$ cat config.mk
export PLATFORM = sky130hd
export DESIGN_NAME = dbt_div
export DESIGN_NICKNAME = d
export VERILOG_FILES = /design/src/sv/dbt_pkg.sv /design/src/sv/dbt_div.sv
export SDC_FILE = /design/constraint.sdc
export NUM_CORES = 1
export LEC_CHECK = 0
export ABC_AREA = 1
export BUFFER_PORTS_ARGS = -buffer_cell sky130_fd_sc_hd__buf_2
export CAP_MARGIN = 0
export CORE_MARGIN = 4
export CORE_UTILIZATION = 34
export DETAILED_ROUTE_END_ITERATION = 8
export PLACE_DENSITY_LB_ADDON = 0.05
export SETUP_SLACK_MARGIN = 0.1
export SYNTH_ARGS = -nofsm -noshare
export SYNTH_HDL_FRONTEND = slang
export SYNTH_SLANG_ARGS = --single-unit
export TNS_END_PERCENT = 100
$ cat constraint.sdc
create_clock -name clk -period 11.2 [get_ports clk]
set_input_delay 1.12 -clock clk [delete_from_list [all_inputs] [get_ports clk]]
set_output_delay 1.12 -clock clk [all_outputs]
set_load 0.02 [all_outputs]
$ cat src/sv/dbt_pkg.sv
// Package for the dual bound tightening table unit.
// Knowledge codes, sense codes, sequencer states and shared constants.
// No dependencies.
`timescale 1ns / 1ps
package dbt_pkg;
  localparam int ENTRIES_DEFAULT = 1024;
  localparam logic [30:0] TOL_RESET = 31'd1;

  typedef enum logic [2:0] {
    K_NONE  = 3'd0,
    K_LOW   = 3'd1,
    K_HIGH  = 3'd2,
    K_BOTH  = 3'd3,
    K_FIXED = 3'd4
  } know_t;

  typedef enum logic [1:0] {
    S_EQ = 2'd0,
    S_LE = 2'd1,
    S_GE = 2'd2,
    S_NONE = 2'd3
  } sense_t;

  typedef enum logic [2:0] {
    ST_CLEAR,
    ST_IDLE,
    ST_READ,
    ST_DIV,
    ST_UPD,
    ST_COLL,
    ST_OUT
  } state_t;

  typedef struct packed {
    logic        start;
    logic [31:0] cost;
    logic [31:0] coef;
  } div_req_t;

  typedef struct packed {
    logic        busy;
    logic        done;
    logic [31:0] quo;
  } div_rsp_t;
endpackage

$ cat src/sv/dbt_div.sv
// Iterative signed Q16.16 divider: (cost * 2^16) / coef, truncated and saturated.
// One quotient bit per cycle, 48 quotient bits in all. Uses dbt_pkg.
`timescale 1ns / 1ps
module dbt_div (
  input  logic              clk,
  input  logic              rst,
  input  dbt_pkg::div_req_t req,
  output dbt_pkg::div_rsp_t rsp
);
  logic [47:0] num;
  logic [31:0] den;
  logic [48:0] rem;
  logic [47:0] quo;
  logic [5:0]  cnt;
  logic        neg;
  logic        zero_den;
  logic        cost_pos;
  logic        cost_zero;
  logic        busy;
  logic        done;
  logic [48:0] trial;
  logic [47:0] mag;
  logic [31:0] quo_out;

  assign trial = {rem[47:0], num[47]} - {17'd0, den};

  always_ff @(posedge clk) begin
    if (rst) begin
      busy <= 1'b0;
      done <= 1'b0;
    end else begin
      done <= 1'b0;
      if (req.start) begin
        busy <= 1'b1;
        cnt <= 6'd0;
        rem <= '0;
        quo <= '0;
        neg <= req.cost[31] ^ req.coef[31];
        zero_den <= (req.coef == 32'd0);
        cost_pos <= !req.cost[31] && (req.cost != 32'd0);
        cost_zero <= (req.cost == 32'd0);
        num <= {(req.cost[31] ? 32'(-req.cost) : req.cost), 16'd0};
        den <= req.coef[31] ? 32'(-req.coef) : req.coef;
      end else if (busy) begin
        num <= {num[46:0], 1'b0};
        if (!trial[48]) begin
          rem <= trial;
          quo <= {quo[46:0], 1'b1};
        end else begin
          rem <= {rem[47:0], num[47]};
          quo <= {quo[46:0], 1'b0};
        end
        cnt <= cnt + 6'd1;
        if (cnt == 6'd47) begin
          busy <= 1'b0;
          done <= 1'b1;
        end
      end
    end
  end

  assign mag = quo;
  always_comb begin
    if (zero_den) begin
      quo_out = cost_zero ? 32'd0 : (cost_pos ? 32'h7FFF_FFFF : 32'h8000_0000);
    end else if (!neg) begin
      quo_out = (mag > 48'h7FFF_FFFF) ? 32'h7FFF_FFFF : mag[31:0];
    end else begin
      quo_out = (mag >= 48'h8000_0000) ? 32'h8000_0000 : 32'(-mag[31:0]);
    end
  end

  assign rsp.busy = busy;
  assign rsp.done = done;
  assign rsp.quo = quo_out;
endmodule

==> results of run 1 <==
==> metrics by stage <==
step	hold WS [ns]	worst slack, ns
after global placement	0.511	7.33
final	0.528	6.86
after CTS	0.530	6.82
after floorplan	0.436	2.68
after global routing	0.546	6.51
after detailed placement	0.512	7.33
==> tightest hold or removal path, stage by stage, from the launching register on <==
cell and delay [ns]:
edfxtp_1 0.32, nand2_1 0.05, o21ai_0 0.05
==> cells by family (layout without fill, tap and decap cells) <==
| logic type | count (synthesis) | after routing | synth area share (%) |
|---|---|---|---|
| DFF | 172 | 172 | 38.0 |
| and+or+nand+nor | 1096 | 1096 | 35.0 |
| buffers and inverters | 375 | 463 | 11.1 |
| AOI/OAI and AO/OA | 168 | 168 | 7.03 |
| xor gates and xnor gates | 84 | 84 | 5.43 |
| adders and majority gates | 37 | 37 | 3.47 |
==> synthesized netlist by cell type, types with 2 or more instances <==
cell and count:
nand2_1 546, inv_1 311, nor2_1 306, edfxtp_1 170, nand3_1 105, o21ai_0 88
xor2_1 67, a21oi_1 39, nand3b_1 37, ha_1 36, clkbuf_1 30, nand4_1 28
nand3_2 20, nor3_1 20, xnor2_1 17, a21oi_2 11, a31oi_1 10, buf_6 10
inv_2 9, nand2_2 9, nor4_1 8, buf_2 7, nor2_2 6, o211ai_1 6
o31ai_1 4, buf_1 3, buf_4 3, or2_2 3, a21o_1 2, clkinv_1 2
dfxtp_1 2, o21a_1 2, o22ai_1 2
==> final timing paths <==
check,startpoint,endpoint,slack [ns]
worst max-delay path,neg,rsp[23],6.86
worst min-delay path,num[38],num[39],0.53
worst max register to register,num[47],rem[6],7.63
worst min register to register,num[38],num[39],0.53
==> final cells by class <==
cell class	instances	share of cell area, %
multi-input combinational	1385	45.9
sequential	172	34.1
inverter	322	8.02
tap	518	4.30
timing repair buffer	109	3.78
clock buffer	18	2.85
clock inverter	14	1.05
==> flip-flops by register name, indices dropped and copies added (netlist names), 6 cells and up <==
name / count
mag: 48
num: 32
rem: 48
den: 32
cnt: 6
==> metal layers <==
metal  up-vias  wire [µm]  global-route usage (%)
met5         -         27                       0
met4         4        343                    3.74
met3        22       1530                    3.02
met2       232      17200                    27.5
met1      5537      20000                    26.6
li1       6295          -                       -
==> report_power, final <==
group | switching (mW) | total [mW] | internal, mW
Sequential | 0.0272 | 0.795 | 0.768
Clock | 0.286 | 0.621 | 0.334
Combinational | 0.317 | 0.467 | 0.150
==> cell usage in the layout (no fill, tap or decap), types with 3 or more instances in the layout <==
master / count
nor4_1: 8
nand4_1: 28
o21ai_0: 88
clkbuf_16: 17
nand3_1: 105
nand2_2: 9
buf_4: 10
clkinvlp_4: 3
nand3_2: 20
xor2_1: 67
o211ai_1: 6
nand3b_1: 37
edfxtp_1: 170
inv_1: 311
a31oi_1: 10
buf_2: 99
a21oi_1: 38
a21oi_2: 11
inv_6: 5
nor2_2: 6
nor3_1: 20
inv_2: 10
o31ai_1: 4
nand2_1: 546
xnor2_1: 17
nor2_1: 305
or2_2: 3
ha_1: 36
==> results.sh, run 1 <==
export IMPL_cp_buffers_inverters=4
export IMPL_route_detailed_drc=0
export IMPL_netlist_area_um2=13500
export IMPL_total_power_mw=1.88
export IMPL_fin_worst_skew_ns=0.0237
export IMPL_diodes=0
export IMPL_clk_pin_slew_ns=0.07
export IMPL_insertion_delay_ns=0.46
export IMPL_cts_hold_buf=0
export IMPL_tightest_slew_ns=1.03
export IMPL_cts_sinks=172
export IMPL_hold_path_class="reg -> reg"
export IMPL_cts_max_level=4
export IMPL_antenna_found_initial=2
export IMPL_grt_pass1_vias=11700
export IMPL_final_nets=2111
export IMPL_cp_slowest_cell="edfxtp_1"
export IMPL_num_io_pins=101
export IMPL_cts_made_buffers=17
export IMPL_dp_hpwl_um=30100
export IMPL_synthesis_nets=2036
export IMPL_synth_edf_count=170
export IMPL_yosys_warnings=0
export IMPL_core_area_um2=39000
export IMPL_place_congestion=0.894
export IMPL_synthCells=1932
export IMPL_p_per_area_nw_per_um2=125
export IMPL_worstPathRequired_ns=10.08
export IMPL_ir_worst_vdd_mv=0.0955
export IMPL_grt_max_degree=79
export IMPL_grt_overflow=0
export IMPL_initial_core_util_pct=34.7
export IMPL_avgSynthCellArea_um2=7.01
export IMPL_critPathTopFamily="buffers and inverters"
export IMPL_dieArea_um2=43100
export IMPL_synthArstFlopShare_pct=0
export IMPL_fin_cells=2538
export IMPL_maxCapViolations=0
export IMPL_critPathArrivalTime_ns=3.22
export IMPL_hold_violations=0
export IMPL_fmax_mhz=230
export IMPL_fp_dieW_um=208
export IMPL_drt_initial_drc_count=815
export IMPL_synth_seq_area_share_pct=38.0
export IMPL_status="finished, final reports clean"
export IMPL_ys_top_cells_by_area="edfxtp_1 38%, nand2_1 15%, inv_1 8.6%"
export IMPL_die_h_um=208
export IMPL_cp_num_cells=10
export IMPL_clockRootBuffer="clkbuf_16"
export IMPL_avgRoutedWirePerCell_um=15.4
export IMPL_routed_wl_um=39100
export IMPL_cts_buffer_depth=2
export IMPL_postSynth_topFlopCell="edfxtp_1"
export IMPL_seqCellArea_um2=5140
export IMPL_ant_nets=0
export IMPL_cts_tree="done"
export IMPL_post_cts_buffers=0
export IMPL_p_leak_nw=7.12
export IMPL_timing_final_crit_share_pct=38.8
export IMPL_worstSetupStartpointType="register"
export IMPL_final_cell_area_um2=15100
export IMPL_fin_util_pct=38.6
export IMPL_grt_pass1_wl_um=63100
export IMPL_ys_ff_latch=172
export IMPL_path_cells="inv_1, nor2_1, buf_4, inv_1, a21oi_1, o21ai_0, nand2_1, nand2_1, nand2_1, buf_2"
export IMPL_rows=72
export IMPL_vias_per_cell=4.76
export IMPL_netlist_area_leader_share_pct=37.7
export IMPL_multi_input_area_um2=6910
export IMPL_dr_pass1_iters=5
export IMPL_track_usage_pct=17.9
export IMPL_syn_to_final_growth_pct=11.3
export IMPL_critPathKind="reg -> out"
export IMPL_setup_tns_ns=0
export IMPL_crit_path_end_kind="output port"
export IMPL_layout_drive_gt1_share_pct=10.3
export IMPL_rr_worst_depth=18
export IMPL_dpl_cell_count=2506
export IMPL_setup_viol=0
export IMPL_final_max_slew_viol_count=0
export IMPL_cp_max_fo=22
export IMPL_synth_cell_types=46
export IMPL_port_buffers=100
export IMPL_cp_slowest_stage_delay_ns=0.79
export IMPL_hold_depth=2
export IMPL_cpMostUsedCell="nand2_1"
export IMPL_place_area_um2=14500
export IMPL_fin_crit_ns=4.34
export IMPL_synth_top_area_cell="edfxtp_1"
export IMPL_max_slew_margin_rel_pct=31.3
export IMPL_vias=12100
export IMPL_rsz0062_at_grt="no"
export IMPL_cts_resized=0
export IMPL_fill_cells=4246
Note: power is estimated with default switching activity, not from simulation.
==> run 2, diff against run 1 <==
--- a/config.mk
+++ b/config.mk
@@ -5,7 +5,7 @@
 export SDC_FILE = /design/constraint.sdc
 export NUM_CORES = 1
 export LEC_CHECK = 0
-export ABC_AREA = 1
+export ABC_AREA = 0
 export BUFFER_PORTS_ARGS = -buffer_cell sky130_fd_sc_hd__buf_2
 export CAP_MARGIN = 0
 export CORE_MARGIN = 4
==> constraint.sdc (replaced) <==
create_clock -name clk -period 3.9 [get_ports clk]
set_input_delay 0.39 -clock clk [delete_from_list [all_inputs] [get_ports clk]]
set_output_delay 0.39 -clock clk [all_outputs]
set_load 0.02 [all_outputs]
==> results.sh, run 2 <==
export IMPL_cts_tree="done"
export IMPL_route_detailed_drc=0
export IMPL_dieArea_um2=36900
export IMPL_rows=67
export IMPL_fin_crit_ns=3.63
export IMPL_synth_edf_count=170
export IMPL_setup_tns_ns=0
export IMPL_final_cell_mix="170 x edfxtp_1, 127 x nand2_1, 122 x a21oi_1"
export IMPL_yosys_cell_count_top_type="edfxtp_1"
export IMPL_cp_max_fo=3
export IMPL_netlist_area_um2=11500
export IMPL_port_buffers=100
export IMPL_cp_slowest_cell="or4_4"
export IMPL_synthesis_nets=1350
export IMPL_dr_pass1_iters=5
export IMPL_avgRoutedWirePerCell_um=17.2
export IMPL_vias_per_cell=5.31
export IMPL_initial_core_util_pct=34.4
export IMPL_ys_top_cells_by_area="edfxtp_1 44%, a21oi_1 5.3%, nand2_1 4.2%"
export IMPL_core_area_um2=33400
export IMPL_place_ws_ns=0.200
export IMPL_synthTopCellsByCount="170 x edfxtp_1, 128 x nand2_1, 122 x a21oi_1"
export IMPL_grt_max_degree=135
export IMPL_vias=9483
export IMPL_fp_dieW_um=192
export IMPL_postSynth_topFlopCell="edfxtp_1"
export IMPL_yosys_warnings=0
export IMPL_synth_cell_types=66
export IMPL_crit_path_end_kind="output port"
export IMPL_cp_slowest_stage_delay_ns=0.57
export IMPL_ir_worst_vdd_mv=0.270
export IMPL_place_congestion=0.832
export IMPL_avgSynthCellArea_um2=9.25
export IMPL_final_cell_area_um2=13200
export IMPL_tightest_slew_ns=1.15
export IMPL_num_io_pins=101
export IMPL_synth_top_area_cell="edfxtp_1"
export IMPL_cts_made_buffers=17
export IMPL_hold_path_class="in -> reg"
export IMPL_diodes=0
export IMPL_final_nets=1428
export IMPL_grt_pass1_vias=9256
export IMPL_fill_cells=3385
export IMPL_ant_nets=0
export IMPL_fin_cells=1785
export IMPL_insertion_delay_ns=0.45
export IMPL_clockRootBuffer="clkbuf_16"
export IMPL_critPathKind="reg -> out"
export IMPL_p_leak_nw=4.82
export IMPL_max_slew_margin_rel_pct=23.3
export IMPL_layout_setup_ws_ns=0.273
export IMPL_layout_drive_gt1_share_pct=15.1
export IMPL_rsz0062_at_grt="yes"
export IMPL_syn_to_final_growth_pct=14.6
export IMPL_timing_final_crit_share_pct=93.0
export IMPL_layout_commonest_cell="edfxtp_1"
export IMPL_whs_ns=0.174
export IMPL_place_area_um2=12500
export IMPL_netlist_area_leader_share_pct=44.3
export IMPL_track_usage_pct=16.8
export IMPL_cts_buffer_depth=2
export IMPL_setup_viol=0
export IMPL_cp_buffers_inverters=1
export IMPL_worstPathRequired_ns=3.51
export IMPL_cts_sinks=172
export IMPL_final_max_slew_viol_count=0
export IMPL_status="finished, final reports clean"
export IMPL_path_cells="or4_4, or4_4, or3_4, or3_4, nor3_2, o31ai_1, a21oi_1, o21ai_1, buf_4"
export IMPL_synthArstFlopShare_pct=0
export IMPL_dpl_cell_count=1750
export IMPL_clk_pin_slew_ns=0.07
export IMPL_antenna_found_initial=0
export IMPL_critPathTopFamily="simple AND/OR/NAND/NOR gates"
export IMPL_die_h_um=192
export IMPL_critPathArrivalTime_ns=3.24
export IMPL_synth_seq_area_share_pct=44.7
export IMPL_drt_initial_drc_count=564
export IMPL_hold_violations=0
export IMPL_routed_wl_um=30700
export IMPL_p_per_area_nw_per_um2=388
export IMPL_grt_pass1_wl_um=49800
export IMPL_fmax_mhz=276
export IMPL_ys_ff_latch=172
export IMPL_cts_max_level=4
export IMPL_dp_hpwl_um=21900
export IMPL_fin_worst_skew_ns=0.0118
export IMPL_maxCapViolations=0
export IMPL_synthCells=1246
export IMPL_grt_overflow=0
export IMPL_worstSetupStartpointType="register"
-- run 2: cells by family (layout without fill, tap and decap cells) --
family                     Yosys count  count (layout)  synth area share (%)
and+or+nand+nor                    477             477                  20.9
AOI/OAI and AO/OA                  347             347                  18.7
DFF                                172             172                  44.7
buffers and inverters              114             205                  3.87
xor gates and xnor gates            85              85                  6.46
adders and majority gates           37              37                  4.08
muxes                               14              14                  1.36
-- run 2: final cells by class --
cell class                      instances  area, µm²  share of cell area, %
Timing Repair Buffer                  127        752                   5.70
Sequential cell                       172       5140                   39.0
Clock inverter                         15        129                  0.976
Clock buffer                           17        425                   3.22
Tap cell                              448        561                   4.25
Inverter                               46        173                   1.31
Multi-Input combinational cell        960       6020                   45.6
-- run 2: power by group --
part | internal [mW] | switching [mW] | total, mW
sequential | 2.21 | 0.0895 | 2.30
clock | 0.839 | 0.823 | 1.66
combinational | 0.454 | 0.705 | 1.16
total | 3.50 | 1.62 | 5.12
-- run 2: worst paths after layout --
path            from       to  slack [ns]  cells past startpoint
max           mag[4]  rsp[17]        0.27                      9
min           req[0]   den[0]        0.17                      1
max reg2reg  rem[39]  rem[33]        0.29                      9
min reg2reg     busy     done        0.50                      1
-- run 2: routing by layer --
layer  global-route usage [%]  up-vias  part of all wire, %  routed length [µm]
li1                         -     4757                    -                   -
met1                     24.7     4503                   51               15600
met2                     26.0      198                   45               13700
met3                     2.34       25                  3.5                1070
met4                     4.77        0                  1.3                 415
met5                        0        -                    0                   0
-- run 2: per-stage QoR --
step           utilization [%]  total power [mW]
2_1_floorplan                -              3.12
3_3_place_gp              37.5              3.49
3_5_place_dp              37.5              3.49
4_1_cts                   39.3              5.18
5_1_grt                   39.5              5.41
6_report                  39.5              5.12
-- run 2: worst register-to-register path: cells and delay by family, from the launching register on --
kind	cells	cell delay, ns
AO/OA/AOI/OAI	2	0.51
flip-flops	1	0.43
AND/OR/NAND/NOR	4	1.52
buffers and inverters	1	0.22
multiplexers	2	0.70
-- run 2: repair_timing --
item	4_1_cts	5_1_grt
hold buffers	0	0
setup endpoints to repair	8	21
buffers inserted	3	0
pin swaps	0	1
resized for setup	3	15
endpoints found under the hold margin	0	0
==> run 3, diff against run 2 <==
--- a/config.mk
+++ b/config.mk
@@ -9,10 +9,11 @@
 export BUFFER_PORTS_ARGS = -buffer_cell sky130_fd_sc_hd__buf_2
 export CAP_MARGIN = 0
 export CORE_MARGIN = 4
-export CORE_UTILIZATION = 34
+export CORE_UTILIZATION = 40
 export DETAILED_ROUTE_END_ITERATION = 8
 export PLACE_DENSITY_LB_ADDON = 0.05
 export SETUP_SLACK_MARGIN = 0.1
+export SKIP_LAST_GASP = 1
 export SYNTH_ARGS = -nofsm -noshare
 export SYNTH_HDL_FRONTEND = slang
 export SYNTH_SLANG_ARGS = --single-unit
==> constraint.sdc (replaced) <==
create_clock -name clk -period 3.9 [get_ports clk]
set_input_delay 0.39 -clock clk [delete_from_list [all_inputs] [get_ports clk]]
set_output_delay 0.39 -clock clk [all_outputs]
set_load 0.1 [all_outputs]
==> results.sh, run 3 (synthesized netlist as in run 2, its figures left out) <==
export IMPL_vias_per_cell=5.60
export IMPL_dr_pass1_iters=5
export IMPL_path_cells="or4_4, or4_4, or3_4, or3_4, nor3_2, a21o_1, a21oi_1, o21ai_2, buf_12"
export IMPL_fmax_mhz=269
export IMPL_num_io_pins=101
export IMPL_wl_met2_um=13000
export IMPL_port_buffers=100
export IMPL_p_leak_nw=4.97
export IMPL_layout_drive_gt1_share_pct=15.6
export IMPL_wl_met1_um=14900
export IMPL_cts_buffer_depth=2
export IMPL_diodes=0
export IMPL_routed_wl_um=29600
export IMPL_grt_max_degree=95
export IMPL_die_h_um=178
export IMPL_layout_setup_ws_ns=0.186
export IMPL_dr_max_layer_used="met4"
export IMPL_crit_path_end_kind="output port"
export IMPL_setup_viol=0
export IMPL_vias=9606
export IMPL_cts_tree="done"
export IMPL_tightest_slew_ns=0.960
export IMPL_cts_max_level=4
export IMPL_place_area_um2=12900
export IMPL_setup_tns_ns=0
export IMPL_worstPathRequired_ns=3.51
export IMPL_fin_crit_ns=3.71
export IMPL_hold_violations=0
export IMPL_dieArea_um2=31600
export IMPL_rows=61
export IMPL_fin_worst_skew_ns=0.0162
export IMPL_track_usage_pct=18.9
export IMPL_rr_startpoint="rem[41]"
export IMPL_cp_buffers_inverters=1
export IMPL_antenna_found_initial=0
export IMPL_clk_pin_slew_ns=0.08
export IMPL_rsz0062_at_grt="yes"
export IMPL_insertion_delay_ns=0.45
export IMPL_final_cell_area_um2=13600
export IMPL_syn_to_final_growth_pct=18.1
export IMPL_status="finished, final reports clean"
export IMPL_clockRootBuffer="clkbuf_16"
export IMPL_total_power_mw=5.47
export IMPL_max_slew_margin_rel_pct=36.0
export IMPL_ant_nets=0
export IMPL_grt_pass1_vias=9185
export IMPL_rr_worst_depth=9
export IMPL_critPathKind="reg -> out"
export IMPL_critPathArrivalTime_ns=3.32
export IMPL_r2r_end="rem[46]"
export IMPL_ir_worst_vdd_mv=0.295
export IMPL_core_area_um2=28100
export IMPL_min_from="req[0]"
export IMPL_cts_sinks=172
export IMPL_final_max_slew_viol_count=0
export IMPL_cts_made_buffers=17
export IMPL_wl_met3_um=1410
export IMPL_hold_depth=1
export IMPL_place_congestion=0.877
export IMPL_timing_final_crit_share_pct=95.2
export IMPL_maxCapViolations=0
export IMPL_min_to="den[0]"
export IMPL_cp_max_fo=3
export IMPL_final_cell_mix="170 x edfxtp_1, 127 x nand2_1, 121 x a21oi_1"
export IMPL_avgRoutedWirePerCell_um=17.3
export IMPL_hold_path_class="in -> reg"
export IMPL_grt_pass1_wl_um=48100
export IMPL_r2r_slack_ns=0.33
export IMPL_fin_util_pct=48.4
export IMPL_worstSetupStartpointType="register"
export IMPL_cp_slowest_stage_delay_ns=0.56
export IMPL_drt_initial_drc_count=610
export IMPL_p_per_area_nw_per_um2=402
export IMPL_grt_overflow=0
export IMPL_critPathTopFamily="simple AND/OR/NAND/NOR gates"
export IMPL_fp_dieW_um=178
export IMPL_route_detailed_drc=0
export IMPL_initial_core_util_pct=41.0
export IMPL_cp_slowest_cell="or4_4"
export IMPL_place_ws_ns=0.281
export IMPL_dp_hpwl_um=20500
export IMPL_cts_hold_buf=0
export IMPL_layout_commonest_cell="edfxtp_1"
export IMPL_final_nets=1428
## run 3: cell types whose count changed in the layout (fill, tap and decap cells not counted), sizes merged
| cell | change |
|---|---|
| clkinv | +4 |
| inv | -3 |
| clkinvlp | -1 |
## run 3: per-layer routing
layer / GRT usage, % / up-vias
li1: - / 4759
met1: 28.2 / 4589
met2: 28.8 / 236
met3: 3.15 / 22
met4: 4.42 / 0
met5: 0 / -
## run 3: power breakdown
group | total, mW | leakage (nW) | switching (mW) | internal (mW)
clock | 1.77 | 0.295 | 0.896 | 0.874
combinational | 1.42 | 3.02 | 0.892 | 0.523
sequential | 2.28 | 1.65 | 0.0785 | 2.21
total | 5.47 | 4.97 | 1.87 | 3.60
## run 3: area by class of cell
type,instances,area [µm²]
fillers,2764,14500
inverters,46,173
multi-input cells,960,6030
clock inverters,15,195
repair buffers,127,1160
well taps,378,473
flip-flops and latches,172,5140
clock buffers,17,425
## run 3: how the worst max path moves through the flow
| stage | from | endpoint | slack (ns) | depth (start not counted) |
|---|---|---|---|---|
| floorplan | mag[4] | rsp[14] | 0.11 | 8 |
| finish | mag[4] | rsp[17] | 0.19 | 9 |
| global route | mag[4] | rsp[17] | 0.06 | 9 |
| global placement | rem[41] | rem[42] | 0.37 | 9 |
| CTS | mag[4] | rsp[17] | 0.11 | 9 |
| detailed placement | rem[41] | rem[33] | 0.28 | 9 |
## run 3: metrics by stage
| step | hold slack [ns] | std cells |
|---|---|---|
| after global routing | 0.176 | 1715 |
| after CTS | 0.163 | 1715 |
| after floorplan | 0.463 | 1246 |
| final | 0.180 | 1715 |
| after global placement | 0.488 | 1680 |
| after detailed placement | 0.494 | 1680 |
## run 3: timing repair
item,CTS,global route
setup endpoints to repair,4,13
resized for setup,3,10
setup buffers,3,0
pin swaps,0,1
